--- src/hw/rtl/mdcf_pkg.sv ---
// mdcf_pkg: shared constants, types and helpers of the modulated damped comb filter
// used by every interface and module under hw/rtl but mdcf_ram; depends on nothing
package mdcf_pkg;

    localparam int LINE_DEPTH  = 8192;
    localparam int ADDR_W      = $clog2(LINE_DEPTH);
    localparam int QUEUE_DEPTH = 2;
    localparam int QPTR_W      = $clog2(QUEUE_DEPTH);
    localparam int QCNT_W      = $clog2(QUEUE_DEPTH + 1);

    localparam int CFG_IDX_W  = 2;
    localparam int CFG_DATA_W = 18;

    localparam logic [CFG_IDX_W-1:0] CFG_BASE_DELAY  = 2'd0;
    localparam logic [CFG_IDX_W-1:0] CFG_FEEDBACK    = 2'd1;
    localparam logic [CFG_IDX_W-1:0] CFG_DAMPING     = 2'd2;
    localparam logic [CFG_IDX_W-1:0] CFG_SAMPLE_RATE = 2'd3;

    localparam logic [16:0] BASE_DELAY_RESET  = 17'd10000;
    localparam logic [17:0] SAMPLE_RATE_RESET = 18'd48000;

    localparam logic signed [15:0] GAIN_MAX_S      = 16'sd32440;
    localparam logic [14:0]        DAMP_MAX        = 15'd32440;
    localparam logic signed [15:0] SIX_TENTHS_Q15  = 16'sd19661;
    localparam logic signed [13:0] TWO_TENTHS_Q15  = 14'sd6554;
    localparam logic signed [31:0] FACTOR_ONE      = 32'sd1073741824;
    localparam int                 FACTOR_SHIFT    = 30;
    localparam logic [16:0]        US_MIN          = 17'd200;
    localparam logic [16:0]        US_MAX          = 17'd80000;

    // floor(q / 15625) as (q * RECIP_15625) >> RECIP_SHIFT, exact for q below 2^29
    localparam int          RECIP_SHIFT = 44;
    localparam logic [30:0] RECIP_15625 = 31'd1125899907;
    localparam int          QUOT_W      = 16;

    typedef logic signed [15:0] in_sample_t;
    typedef logic signed [23:0] line_sample_t;

    typedef struct packed {
        logic [16:0]        base_delay_us;
        logic signed [15:0] feedback_gain;
        logic [14:0]        damping_gain;
        logic [17:0]        sample_rate_hz;
    } mdcf_cfg_t;

    typedef struct packed {
        in_sample_t         x;
        logic [ADDR_W-1:0]  tap;
        logic signed [15:0] fbk;
        logic [14:0]        damp;
    } mdcf_job_t;

    function automatic line_sample_t sat24(input logic signed [26:0] v);
        line_sample_t r;
        if (v > 27'sd8388607)
        begin
            r = 24'sh7FFFFF;
        end
        else if (v < -27'sd8388608)
        begin
            r = 24'sh800000;
        end
        else
        begin
            r = v[23:0];
        end
        return r;
    endfunction

endpackage

--- src/hw/rtl/mdcf_queue.sv ---
// mdcf_queue: short fifo of prepared jobs between front and back
// depends on mdcf_pkg
module mdcf_queue import mdcf_pkg::*; (
    input  logic      clk,
    input  logic      rst_n,
    input  logic      push_valid,
    output logic      push_ready,
    input  mdcf_job_t push_job,
    output logic      pop_valid,
    input  logic      pop_ready,
    output mdcf_job_t pop_job
);

    mdcf_job_t          slot_reg [QUEUE_DEPTH];
    logic [QPTR_W-1:0]  head_reg, head_next;
    logic [QPTR_W-1:0]  tail_reg, tail_next;
    logic [QCNT_W-1:0]  count_reg, count_next;
    logic               do_push, do_pop;

    assign push_ready = (count_reg != QCNT_W'(QUEUE_DEPTH));
    assign pop_valid  = (count_reg != '0);
    assign pop_job    = slot_reg[head_reg];
    assign do_push    = push_valid && push_ready;
    assign do_pop     = pop_valid && pop_ready;

    always_comb
    begin
        head_next  = head_reg;
        tail_next  = tail_reg;
        count_next = count_reg;
        if (do_push)
        begin
            tail_next = (tail_reg == QPTR_W'(QUEUE_DEPTH - 1)) ? '0 : tail_reg + 1'b1;
        end
        if (do_pop)
        begin
            head_next = (head_reg == QPTR_W'(QUEUE_DEPTH - 1)) ? '0 : head_reg + 1'b1;
        end
        if (do_push && !do_pop)
        begin
            count_next = count_reg + 1'b1;
        end
        else if (do_pop && !do_push)
        begin
            count_next = count_reg - 1'b1;
        end
    end

    always_ff @(posedge clk or negedge rst_n)
    begin
        if (!rst_n)
        begin
            head_reg  <= '0;
            tail_reg  <= '0;
            count_reg <= '0;
        end
        else
        begin
            head_reg  <= head_next;
            tail_reg  <= tail_next;
            count_reg <= count_next;
        end
    end

    always_ff @(posedge clk)
    begin
        if (do_push)
        begin
            slot_reg[tail_reg] <= push_job;
        end
    end

endmodule

--- config.mk ---
export PLATFORM = sky130hd
export DESIGN_NAME = mdcf_queue
export DESIGN_NICKNAME = d
export VERILOG_FILES = /design/src/hw/rtl/mdcf_pkg.sv /design/src/hw/rtl/mdcf_queue.sv
export SDC_FILE = /design/constraint.sdc
export NUM_CORES = 1
export LEC_CHECK = 0
export ABC_CLOCK_PERIOD_IN_PS = 5100
export BUFFER_PORTS_ARGS = -buffer_cell sky130_fd_sc_hd__buf_2
export CAP_MARGIN = 10
export CORE_MARGIN = 1
export CORE_UTILIZATION = 52
export CTS_CLUSTER_SIZE = 16
export DETAILED_ROUTE_END_ITERATION = 8
export GPL_ROUTABILITY_DRIVEN = 0
export PLACE_DENSITY = 0.88
export SLEW_MARGIN = 15
export SYNTH_ARGS = -nofsm -noshare
export SYNTH_HDL_FRONTEND = slang
export SYNTH_SLANG_ARGS = --single-unit
--- constraint.sdc ---
create_clock -name clk -period 5.1 [get_ports clk]
set_clock_uncertainty 0.1 [all_clocks]
set_input_delay 1.02 -clock clk [delete_from_list [all_inputs] [get_ports clk]]
set_output_delay 1.02 -clock clk [all_outputs]
set_load 0.05 [all_outputs]
==> impl_metrics.yaml <==
cts:
  cts.repair.resized: 0
  postCtsSetupBuffers: 0
  clock-sinks: 124
  clk_latency_ns: 0.49
  cts_max_path_buffers: 2
  clkTransAtPathRegs_ns: 0.05
  numCtsBuffers: 17
  cts_max_level: 4
  cts_tree: "built"
  cts_hold_buf: 0
  cts_root_buffer: "clkbuf_8"
cells_and_area:
  areaGrowthSynthToFinish_pct: 24.6
  n_fill_cell: 606
  post_route_cells_drive_above_1_share: 0.603
  antenna_cells: 0
  largest_reg_flops: 120
  final_core_util: 0.679
  layout.nets: 409
synth:
  synth.area.top_cells: "edfxtp_1 75%, mux2_4 18%, buf_12 2.5%, dfrtp_1 2.1%, xnor2_1 0.54%"
  ys_types: 15
  synthCells: 205
  syn_nets: 270
  synth_top_area_cell: "edfxtp_1"
  yosysWarnings: 0
  post-synth-top-count-cell: "edfxtp_1"
  ys_seq_elements: 124
  ys_dominant_reg_cell: "edfxtp_1"
  avgSynthCellArea_um2: 23.5
  yosysSeqAreaShare: 0.767
  ys_async_sr_fraction: 0.0323
  synth_common_cells: "120 x edfxtp_1, 59 x mux2_4, 6 x buf_12, 4 x dfrtp_1, 3 x xnor2_1"
  synth.cell_area_um2: 4830
  synth_edf_count: 120
  synth_top_area_share: 0.747
critical_path:
  crit_chain: "mux2_2, buf_2"
  worstSetupStartpointType: "flip-flop"
  path_max_fanout: 61
  slowest_delay_ns: 1.13
  cp_top_family: "flip-flops"
  cp_slowest_cell: "dfrtp_4"
  setup.worst_path.end_class: "primary output"
  cp_num_buf_inv: 1
  path_class: "flip-flop to primary output"
  required_ns: 3.98
  cp_data_arrival_time_ns: 2.30
outcome:
  outcome: "finished, violations left"
  failed_checks: "DRC"
global_route:
  grt_max_degree: 62
  gr-total-overflow: 0
  grt_pass1_wl_mm: 11.4
  antenna_found_initial: 0
  grt_pass1_vias: 2348
  grtUsageTotal: 0.162
route:
  post_drt_wl_per_cell_um: 16.0
  drcViolationCount: 6
  drtPass1Iterations: 9
  drtAntennaViolNets: 0
  wirelength_mm: 7.42
  vias: 2269
  vias_per_cell: 4.90
  drt_iter0_drc: 100
placed_design:
  dp.final_hpwl_mm: 4.83
  dp_slack_ns: 2.15
  port_buffers: 125
floorplanning:
  io_pins: 126
  row_count: 34
  die_y_um: 98.3
  fp.dieW_um: 98.3
  start_util: 0.545
  coreArea_um2: 8850
  die_area_um2: 9670
sta:
  hold_viol_final: 0
  timing.final.ws_setup_ns: 1.68
  setup_viol: 0
  tns_ns: 0
  tightest_slew_ns: 1.11
  relSlewSlack: 0.257
  rsz0062_at_grt: "no"
  max_freq_mhz: 292
  slew_viol_final: 0
  period_needed_ns: 3.42
  fin_crit_sh: 0.671
  whs_ns: 0.227
power:
  leakagePower_uw: 0.00246
  power_density_nw_per_um2: 716
  p_total_uw: 4300
  peakVddDrop_uv: 629
run:
  maxCapViolCount: 0
hold_path:
  hold_class: "input pin to asynchronous set/reset pin"
routing by layer:
layer / share of wire / GRT usage / up-vias
met3: 0.067 / 0.0616 / 2
met5: 0 / 0 / -
met2: 0.51 / 0.271 / 88
met4: 0.0030 / 0.0677 / 0
met1: 0.42 / 0.186 / 1093
li1: - / - / 1086
per-stage QoR:
step                      instance area (um^2)  cells
after detailed placement                  5480    433
after CTS                                 6010    463
final                                     6010    463
after global routing                      6010    463
after global placement                    5480    433
after floorplan                           4830    205
logic make-up after synthesis:
family                   count (synthesis)  synth area share
buffers and inverters                    8            0.0280
multiplexers                            60             0.186
XOR/XNOR                                 5           0.00908
adder cells (fa/ha/maj)                  1           0.00259
AND/OR/NAND/NOR                          7           0.00700
flip-flops                             124             0.767
final timing paths:
| check | cells after the start | slack, ns | from | endpoint |
|---|---|---|---|---|
| worst max-delay path | 2 | 1.68 | head_reg | pop_job[39] |
| max in group asynchronous | 1 | 4.53 | rst_n | head_reg |
| worst max register to register | 4 | 2.70 | count_reg[0] | slot_reg[0][36] |
| min in group clk | 1 | 0.40 | count_reg[1] | count_reg[1] |
| worst min register to register | 1 | 0.40 | count_reg[1] | count_reg[1] |
| worst min-delay path | 1 | 0.23 | rst_n | count_reg[1] |
cell usage in the layout, fill, tap and decap left out, types with 2 or more instances in the layout:
cell,n
clkbuf_1,4
bufinv_16,2
xor2_1,2
buf_2,125
clkbuf_16,16
edfxtp_1,120
clkinv_1,2
nand2_1,2
dfrtp_1,3
xnor2_1,3
mux2_4,59
clkinv_2,3
buf_4,2
cell type report:
cell class	instances	area, um^2	area share
Sequential cell	124	3710	0.617
Multi-Input combinational cell	73	996	0.166
Timing Repair Buffer	127	641	0.107
Clock buffer	21	429	0.0714
Tap cell	108	135	0.0225
Clock inverter	9	98.8	0.0164
Inverter	1	3.75	0.000624
report_power, final:
group / internal [uW] / switching (uW)
clock network: 683 / 377
registers: 1400 / 192
logic: 571 / 1080
total: 2650 / 1650
Power figures use the tool's default switching activity.
