==> config.mk <==
export PLATFORM = sky130hd
export DESIGN_NAME = mdcf_front_flat
export DESIGN_NICKNAME = d
export VERILOG_FILES = /design/src/hw/rtl/mdcf_pkg.sv /design/src/hw/rtl/mdcf_if.sv /design/src/hw/rtl/mdcf_front.sv /design/src/flat_wrapper.sv
export SDC_FILE = /design/constraint.sdc
export NUM_CORES = 2
export LEC_CHECK = 0
export CELL_PAD_IN_SITES_DETAIL_PLACEMENT = 2
export CELL_PAD_IN_SITES_GLOBAL_PLACEMENT = 2
export CORE_MARGIN = 2
export CORE_UTILIZATION = 45
export CTS_CLUSTER_SIZE = 12
export DETAILED_ROUTE_END_ITERATION = 8
export DONT_BUFFER_PORTS = 1
export PLACE_DENSITY = 0.87
export SETUP_SLACK_MARGIN = 0.05
export SLEW_MARGIN = 20
export SYNTH_ARGS = -nofsm -noshare
export SYNTH_HDL_FRONTEND = slang
export SYNTH_SLANG_ARGS = --single-unit
==> constraint.sdc <==
create_clock -name clk -period 11.3 [get_ports clk]
set_input_delay 1.695 -clock clk [delete_from_list [all_inputs] [get_ports clk]]
set_output_delay 1.695 -clock clk [all_outputs]
set_load 0.02 [all_outputs]
==> src/hw/rtl/mdcf_pkg.sv <==
// mdcf_pkg: shared constants, types and helpers of the modulated damped comb filter
// used by every interface and module under hw/rtl but mdcf_ram; depends on nothing
package mdcf_pkg;

    localparam int LINE_DEPTH  = 8192;
    localparam int ADDR_W      = $clog2(LINE_DEPTH);
    localparam int QUEUE_DEPTH = 2;
    localparam int QPTR_W      = $clog2(QUEUE_DEPTH);
    localparam int QCNT_W      = $clog2(QUEUE_DEPTH + 1);

    localparam int CFG_IDX_W  = 2;
    localparam int CFG_DATA_W = 18;

    localparam logic [CFG_IDX_W-1:0] CFG_BASE_DELAY  = 2'd0;
    localparam logic [CFG_IDX_W-1:0] CFG_FEEDBACK    = 2'd1;
    localparam logic [CFG_IDX_W-1:0] CFG_DAMPING     = 2'd2;
    localparam logic [CFG_IDX_W-1:0] CFG_SAMPLE_RATE = 2'd3;

    localparam logic [16:0] BASE_DELAY_RESET  = 17'd10000;
    localparam logic [17:0] SAMPLE_RATE_RESET = 18'd48000;

    localparam logic signed [15:0] GAIN_MAX_S      = 16'sd32440;
    localparam logic [14:0]        DAMP_MAX        = 15'd32440;
    localparam logic signed [15:0] SIX_TENTHS_Q15  = 16'sd19661;
    localparam logic signed [13:0] TWO_TENTHS_Q15  = 14'sd6554;
    localparam logic signed [31:0] FACTOR_ONE      = 32'sd1073741824;
    localparam int                 FACTOR_SHIFT    = 30;
    localparam logic [16:0]        US_MIN          = 17'd200;
    localparam logic [16:0]        US_MAX          = 17'd80000;

    // floor(q / 15625) as (q * RECIP_15625) >> RECIP_SHIFT, exact for q below 2^29
    localparam int          RECIP_SHIFT = 44;
    localparam logic [30:0] RECIP_15625 = 31'd1125899907;
    localparam int          QUOT_W      = 16;

    typedef logic signed [15:0] in_sample_t;
    typedef logic signed [23:0] line_sample_t;

    typedef struct packed {
        logic [16:0]        base_delay_us;
        logic signed [15:0] feedback_gain;
        logic [14:0]        damping_gain;
        logic [17:0]        sample_rate_hz;
    } mdcf_cfg_t;

    typedef struct packed {
        in_sample_t         x;
        logic [ADDR_W-1:0]  tap;
        logic signed [15:0] fbk;
        logic [14:0]        damp;
    } mdcf_job_t;

    function automatic line_sample_t sat24(input logic signed [26:0] v);
        line_sample_t r;
        if (v > 27'sd8388607)
        begin
            r = 24'sh7FFFFF;
        end
        else if (v < -27'sd8388608)
        begin
            r = 24'sh800000;
        end
        else
        begin
            r = v[23:0];
        end
        return r;
    endfunction

endpackage

==> src/hw/rtl/mdcf_if.sv <==
// mdcf_if: valid/ready channel interfaces of the comb filter (input, result, config)
// depends on mdcf_pkg for payload types
interface mdcf_in_if import mdcf_pkg::*; ();
    logic       valid;
    logic       ready;
    in_sample_t in_sample;
    in_sample_t mod_sample;
    modport source (output valid, output in_sample, output mod_sample, input ready);
    modport sink (input valid, input in_sample, input mod_sample, output ready);
endinterface


==> src/hw/rtl/mdcf_front.sv <==
// mdcf_front: accepts words, works out tap, feedback and damping for each one
// depends on mdcf_pkg and mdcf_in_if
module mdcf_front import mdcf_pkg::*; (
    input  logic       clk,
    input  logic       rst_n,
    mdcf_in_if.sink    audio,
    input  mdcf_cfg_t  cfg,
    output logic       job_valid,
    input  logic       job_ready,
    output mdcf_job_t  job
);

    typedef struct packed {
        in_sample_t         x;
        logic signed [15:0] fbk;
        logic [14:0]        damp;
    } carry_t;

    logic adv;

    logic s1_valid_reg, s2_valid_reg, s3_valid_reg, s4_valid_reg;
    carry_t c1_reg, c2_reg, c3_reg, c4_reg;
    logic [16:0]        base_reg;
    logic [30:0]        factor_reg;
    logic [17:0]        dyn_raw_reg;
    logic [28:0]        quot_in_reg;
    logic [QUOT_W-1:0]  quot_reg;

    logic signed [30:0] six_prod;
    logic signed [29:0] two_prod;
    logic signed [31:0] factor_sum;
    logic signed [14:0] offset;
    logic signed [15:0] fb_c;
    logic signed [16:0] fb_sum;
    logic signed [15:0] fbk;
    logic [14:0]        d_c;
    logic signed [16:0] d_sum;
    logic [14:0]        damp;
    logic [16:0]        base_c;
    logic [47:0]        bf_prod;
    logic [16:0]        dyn_c;
    logic [17:0]        rate_eff;
    logic [34:0]        rate_prod;
    logic [59:0]        q_prod;
    logic [ADDR_W-1:0]  tap;

    assign adv = !s4_valid_reg || job_ready;
    assign audio.ready = adv;

    // stage 1: modulation products, gain clamps and base delay clamp
    always_comb
    begin
        six_prod   = SIX_TENTHS_Q15 * audio.mod_sample;
        two_prod   = TWO_TENTHS_Q15 * audio.mod_sample;
        factor_sum = FACTOR_ONE + {six_prod[30], six_prod};
        offset     = two_prod[29:15];

        if (cfg.feedback_gain > GAIN_MAX_S)
        begin
            fb_c = GAIN_MAX_S;
        end
        else if (cfg.feedback_gain < -GAIN_MAX_S)
        begin
            fb_c = -GAIN_MAX_S;
        end
        else
        begin
            fb_c = cfg.feedback_gain;
        end
        fb_sum = {fb_c[15], fb_c} + {{2{offset[14]}}, offset};
        if (fb_sum > 17'sd32440)
        begin
            fbk = GAIN_MAX_S;
        end
        else if (fb_sum < -17'sd32440)
        begin
            fbk = -GAIN_MAX_S;
        end
        else
        begin
            fbk = fb_sum[15:0];
        end

        d_c   = (cfg.damping_gain > DAMP_MAX) ? DAMP_MAX : cfg.damping_gain;
        d_sum = {2'b00, d_c} + {{2{offset[14]}}, offset};
        if (d_sum[16])
        begin
            damp = '0;
        end
        else if (d_sum > 17'sd32440)
        begin
            damp = DAMP_MAX;
        end
        else
        begin
            damp = d_sum[14:0];
        end

        if (cfg.base_delay_us < US_MIN)
        begin
            base_c = US_MIN;
        end
        else if (cfg.base_delay_us > US_MAX)
        begin
            base_c = US_MAX;
        end
        else
        begin
            base_c = cfg.base_delay_us;
        end
    end

    // stage 2: modulated delay in us
    assign bf_prod = base_reg * factor_reg;

    // stage 3: delay clamp and conversion to samples
    always_comb
    begin
        if (dyn_raw_reg < {1'b0, US_MIN})
        begin
            dyn_c = US_MIN;
        end
        else if (dyn_raw_reg > {1'b0, US_MAX})
        begin
            dyn_c = US_MAX;
        end
        else
        begin
            dyn_c = dyn_raw_reg[16:0];
        end
        rate_eff  = (cfg.sample_rate_hz == '0) ? 18'd1 : cfg.sample_rate_hz;
        rate_prod = dyn_c * rate_eff;
    end

    // stage 4: divide by one million (shift by 6, then reciprocal of 15625)
    assign q_prod = quot_in_reg * RECIP_15625;

    always_comb
    begin
        if (quot_reg == '0)
        begin
            tap = ADDR_W'(1);
        end
        else if ({1'b0, quot_reg} > (QUOT_W + 1)'(LINE_DEPTH - 1))
        begin
            tap = ADDR_W'(LINE_DEPTH - 1);
        end
        else
        begin
            tap = quot_reg[ADDR_W-1:0];
        end
    end

    assign job_valid = s4_valid_reg;
    assign job.x     = c4_reg.x;
    assign job.tap   = tap;
    assign job.fbk   = c4_reg.fbk;
    assign job.damp  = c4_reg.damp;

    always_ff @(posedge clk or negedge rst_n)
    begin
        if (!rst_n)
        begin
            s1_valid_reg <= 1'b0;
            s2_valid_reg <= 1'b0;
            s3_valid_reg <= 1'b0;
            s4_valid_reg <= 1'b0;
        end
        else if (adv)
        begin
            s1_valid_reg <= audio.valid;
            s2_valid_reg <= s1_valid_reg;
            s3_valid_reg <= s2_valid_reg;
            s4_valid_reg <= s3_valid_reg;
        end
    end

    always_ff @(posedge clk)
    begin
        if (adv)
        begin
            c1_reg.x    <= audio.in_sample;
            c1_reg.fbk  <= fbk;
            c1_reg.damp <= damp;
            base_reg    <= base_c;
            factor_reg  <= factor_sum[30:0];

            c2_reg      <= c1_reg;
            dyn_raw_reg <= bf_prod[FACTOR_SHIFT+17:FACTOR_SHIFT];

            c3_reg      <= c2_reg;
            quot_in_reg <= rate_prod[34:6];

            c4_reg      <= c3_reg;
            quot_reg    <= q_prod[RECIP_SHIFT+QUOT_W-1:RECIP_SHIFT];
        end
    end

endmodule

==> src/flat_wrapper.sv <==
// flat-port wrapper written by rule: the top's interface ports become plain ports
module mdcf_front_flat import mdcf_pkg::*;
  (clk, rst_n, cfg, job_valid, job_ready, job, audio_valid, audio_in_sample, audio_mod_sample, audio_ready);
  mdcf_in_if audio_i ();
  input  logic clk;
  input  logic rst_n;
  input  mdcf_cfg_t cfg;
  output logic job_valid;
  input  logic job_ready;
  output mdcf_job_t job;
  input wire logic [$bits(audio_i.valid)-1:0] audio_valid;
  input wire logic [$bits(audio_i.in_sample)-1:0] audio_in_sample;
  input wire logic [$bits(audio_i.mod_sample)-1:0] audio_mod_sample;
  output wire logic [$bits(audio_i.ready)-1:0] audio_ready;
  assign audio_i.valid = audio_valid;
  assign audio_i.in_sample = audio_in_sample;
  assign audio_i.mod_sample = audio_mod_sample;
  assign audio_ready = audio_i.ready;
  mdcf_front u_core (.clk(clk), .rst_n(rst_n), .audio(audio_i), .cfg(cfg), .job_valid(job_valid), .job_ready(job_ready), .job(job));
endmodule
==> impl_metrics.csv <==
group,metric,value,unit
critical_path,cp_max_fo,32,
place,numPortBuffers,0,
critical_path,r2r_start,"u_core.dyn_raw_reg[4]$_DFFE_PP_",
clock_network,cts_tree,"built",
timing,grt_setup_unrepaired,"false",
flow_run,max-cap-violations,0,
critical_path,r2r-end,"u_core.quot_in_reg[26]$_DFFE_PP_",
synthesis,ys_seq_elements,303,
timing,timing.final.ws_setup,0.542,ns
clock_network,postCtsSetupRepairBufs,0,
floorplan,die_y,358,µm
critical_path,cp-end-kind,"flip-flop",
critical_path,required,11.68,ns
critical_path,worstSetupStartpoint,"u_core.dyn_raw_reg[4]$_DFFE_PP_",
floorplan,die_area,128000,µm²
cells_and_area,fillers,12700,
synthesis,synth_edf_count,299,
grt,antenna_found_initial,8,
synthesis,syn_area,56300,µm²
place,place_congestion,0.898,
floorplan,core,124000,µm²
clock_network,cts_max_level,2,
place,place.detailed.hpwl,172000,µm
floorplan,die_w,358,µm
cells_and_area,syn2layout_area_growth,5.39,%
grt,overflow,0,
grt,track_usage,38.7,%
critical_path,path_class,"reg -> reg",
clock_network,insertion_delay,0.66,ns
synthesis,synthCells,5508,
outcome,status,"finished, final reports clean",
critical_path,r2r_slack,0.54,ns
clock_network,cts_hold_buf,0,
clock_network,root_buffer,"clkbuf_16",
routing,drt-total-wl,244000,µm
clock_network,path_clk_slew,0.07,ns
timing,max_freq,92.9,MHz
timing,slew_headroom,17.6,%
synthesis,yosysWarnings,0,
routing,drc,0,
synthesis,synth.yosys.seq_area_share,16.1,%
critical_path,slowest_stage,"fa_1",
floorplan,rows,129,
timing,hold_viol_final,0,
critical_path,cpMostUsedCell,"fa_1",
grt,grt_pass1_wl,359000,µm
critical_path,rr_worst_depth,32,
cells_and_area,nets,7378,
critical_path,start_kind,"flip-flop",
timing,slew_viol_final,0,
routing,via_per_inst,6.11,
place,dp_slack,0.507,ns
timing,fin_worst_skew,0.0295,ns
critical_path,crit_end,"u_core.quot_in_reg[26]$_DFFE_PP_",
floorplan,start_util,45.4,%
clock_network,cts_made_buffers,41,
timing,fin_tns_setup,0,ns
timing,worst_pin_slew,1.24,ns
timing,period_minus_slack,10.76,ns
routing,avgRoutedWirePerCell,34.5,µm
synthesis,netlist-cell-type-count,81,
synthesis,synth_area_per_cell,10.2,µm²
floorplan,pin_count,164,
synthesis,synth_ff_type,"edfxtp_1",
routing,first_pass_iters,5,
timing,fin_crit_sh,95.2,%
cells_and_area,fin_cells,7074,
synthesis,async_reset_ff_share,1.32,%
synthesis,syn_nets,7479,
critical_path,arrival,11.14,ns
critical_path,max_stage_delay,0.64,ns
routing,vias,43200,
worst_hold_path,hold_class,"reg -> reg",
grt,grt_pass1_vias,53100,
timing,finalSetupViolations,0,
routing,postRouteAntennaNets,0,
clock_network,cts.sinks,303,
place,placedCellCount,7001,
routing,drt_iter0_drc,3521,
cells_and_area,drive_gt1_share,2.83,%
grt,grt_max_degree,139,
clock_network,clockBufferDepth,3,
[per-layer routing]
layer | wire length, µm | track usage (%) | up-vias | share of wire, %
met5 | 50 | 0 | - | 0.021
li1 | - | - | 16700 | -
met1 | 82600 | 41.2 | 22600 | 34
met3 | 16400 | 7.69 | 1302 | 6.7
met4 | 20800 | 27.5 | 8 | 8.5
met2 | 124000 | 68.4 | 2610 | 51
[timing repair]
| item | 4_1_cts | 5_1_grt |
|---|---|---|
| endpoints found under the setup margin | 0 | 8 |
| gates resized for setup | 0 | 6 |
| hold endpoints to repair | 0 | 0 |
[through the flow]
stage               instance area [µm²]  util, %  hold slack, ns
floorplan                         56300        -           0.400
global placement                  58000     46.8           0.400
detailed placement                58000     46.8           0.405
CTS                               59300     47.9           0.412
global route                      59400     47.9           0.424
finish                            59400     47.9           0.417
[worst min path at each step]
stage	slack, ns	startpoint	depth (start not counted)	endpoint
2_1_floorplan	0.40	u_core.c1_reg[0]$_SDFFCE_PP0P_	0	u_core.c2_reg[0]$_DFFE_PP_
3_3_place_gp	0.40	u_core.c2_reg[42]$_DFFE_PP_	0	u_core.c3_reg[42]$_DFFE_PP_
3_5_place_dp	0.41	u_core.c3_reg[0]$_DFFE_PP_	0	u_core.job[0]$_DFFE_PP_
4_1_cts	0.41	u_core.c1_reg[13]$_SDFFCE_PN0P_	0	u_core.c2_reg[13]$_DFFE_PP_
5_1_grt	0.42	u_core.c1_reg[13]$_SDFFCE_PN0P_	0	u_core.c2_reg[13]$_DFFE_PP_
6_report	0.42	u_core.c3_reg[35]$_DFFE_PP_	0	u_core.job[48]$_DFFE_PP_
[layout make-up]
type | instances | area [µm²] | area share (%)
clock buffer | 48 | 1090 | 1.84
tap | 1637 | 2050 | 3.45
inverter | 1372 | 5150 | 8.67
sequential | 303 | 9080 | 15.3
multi-input combinational | 3657 | 41500 | 69.9
clock inverter | 24 | 241 | 0.407
antenna | 1 | 2.50 | 0.00421
timing repair buffer | 32 | 253 | 0.426
[logic make-up after synthesis]
| logic type | after synthesis | synth area share, % |
|---|---|---|
| xor+xnor | 124 | 1.94 |
| mux | 11 | 0.207 |
| buf+inv | 1548 | 10.3 |
| compound gates | 400 | 4.80 |
| flops | 303 | 16.1 |
| simple gates | 1252 | 10.5 |
| fa+ha+maj | 1870 | 56.1 |
[cells in the mapped netlist (6+ instances only)]
cell	instances	share of area [%]
mux2i_1	6	0.11
edfxtp_1	299	16
xor2_1	41	0.64
fa_1	1095	39
or3_1	14	0.16
clkbuf_1	173	1.2
ha_1	774	17
nor2_1	102	0.68
o21a_1	36	0.48
and2_1	225	2.5
nor4_1	15	0.17
a21oi_1	110	0.98
and3_1	37	0.41
nand2_1	661	4.4
or2_2	18	0.20
inv_1	1372	9.1
a21o_1	57	0.76
o21ai_0	72	0.64
nor3_1	31	0.28
o21bai_1	8	0.11
o211ai_1	10	0.13
nand2b_1	39	0.43
a2111oi_0	6	0.093
nor2b_1	29	0.32
xnor2_1	82	1.3
o31a_1	6	0.093
a31oi_1	11	0.12
nand4_1	21	0.23
a211oi_1	13	0.17
nand3_1	33	0.29
o31ai_1	9	0.12
[placed cells by master, fill, tap and decap left out, types with 38 or more instances in the layout]
cell type / instances
fa_1: 1095
xnor2_1: 81
edfxtp_1: 299
a21o_1: 56
inv_1: 1372
nand2b_1: 38
nand2_1: 661
ha_1: 774
xor2_1: 41
and2_1: 221
a21oi_1: 110
nor2_1: 102
clkbuf_16: 41
o21ai_0: 72
[worst max-delay path: cells and delay by family, from the launching register on]
family / cells / cell delay (ns)
xor gates and xnor gates: 1 / 0.11
AOI/OAI and AO/OA: 8 / 2.64
and+or+nand+nor: 10 / 2.86
adders and majority gates: 7 / 3.63
buffers and inverters: 6 / 0.70
DFF: 1 / 0.55
Power is left out: the tool's default activity adds up to more than one toggle a clock period on the data nets, which glitch-free logic cannot reach.
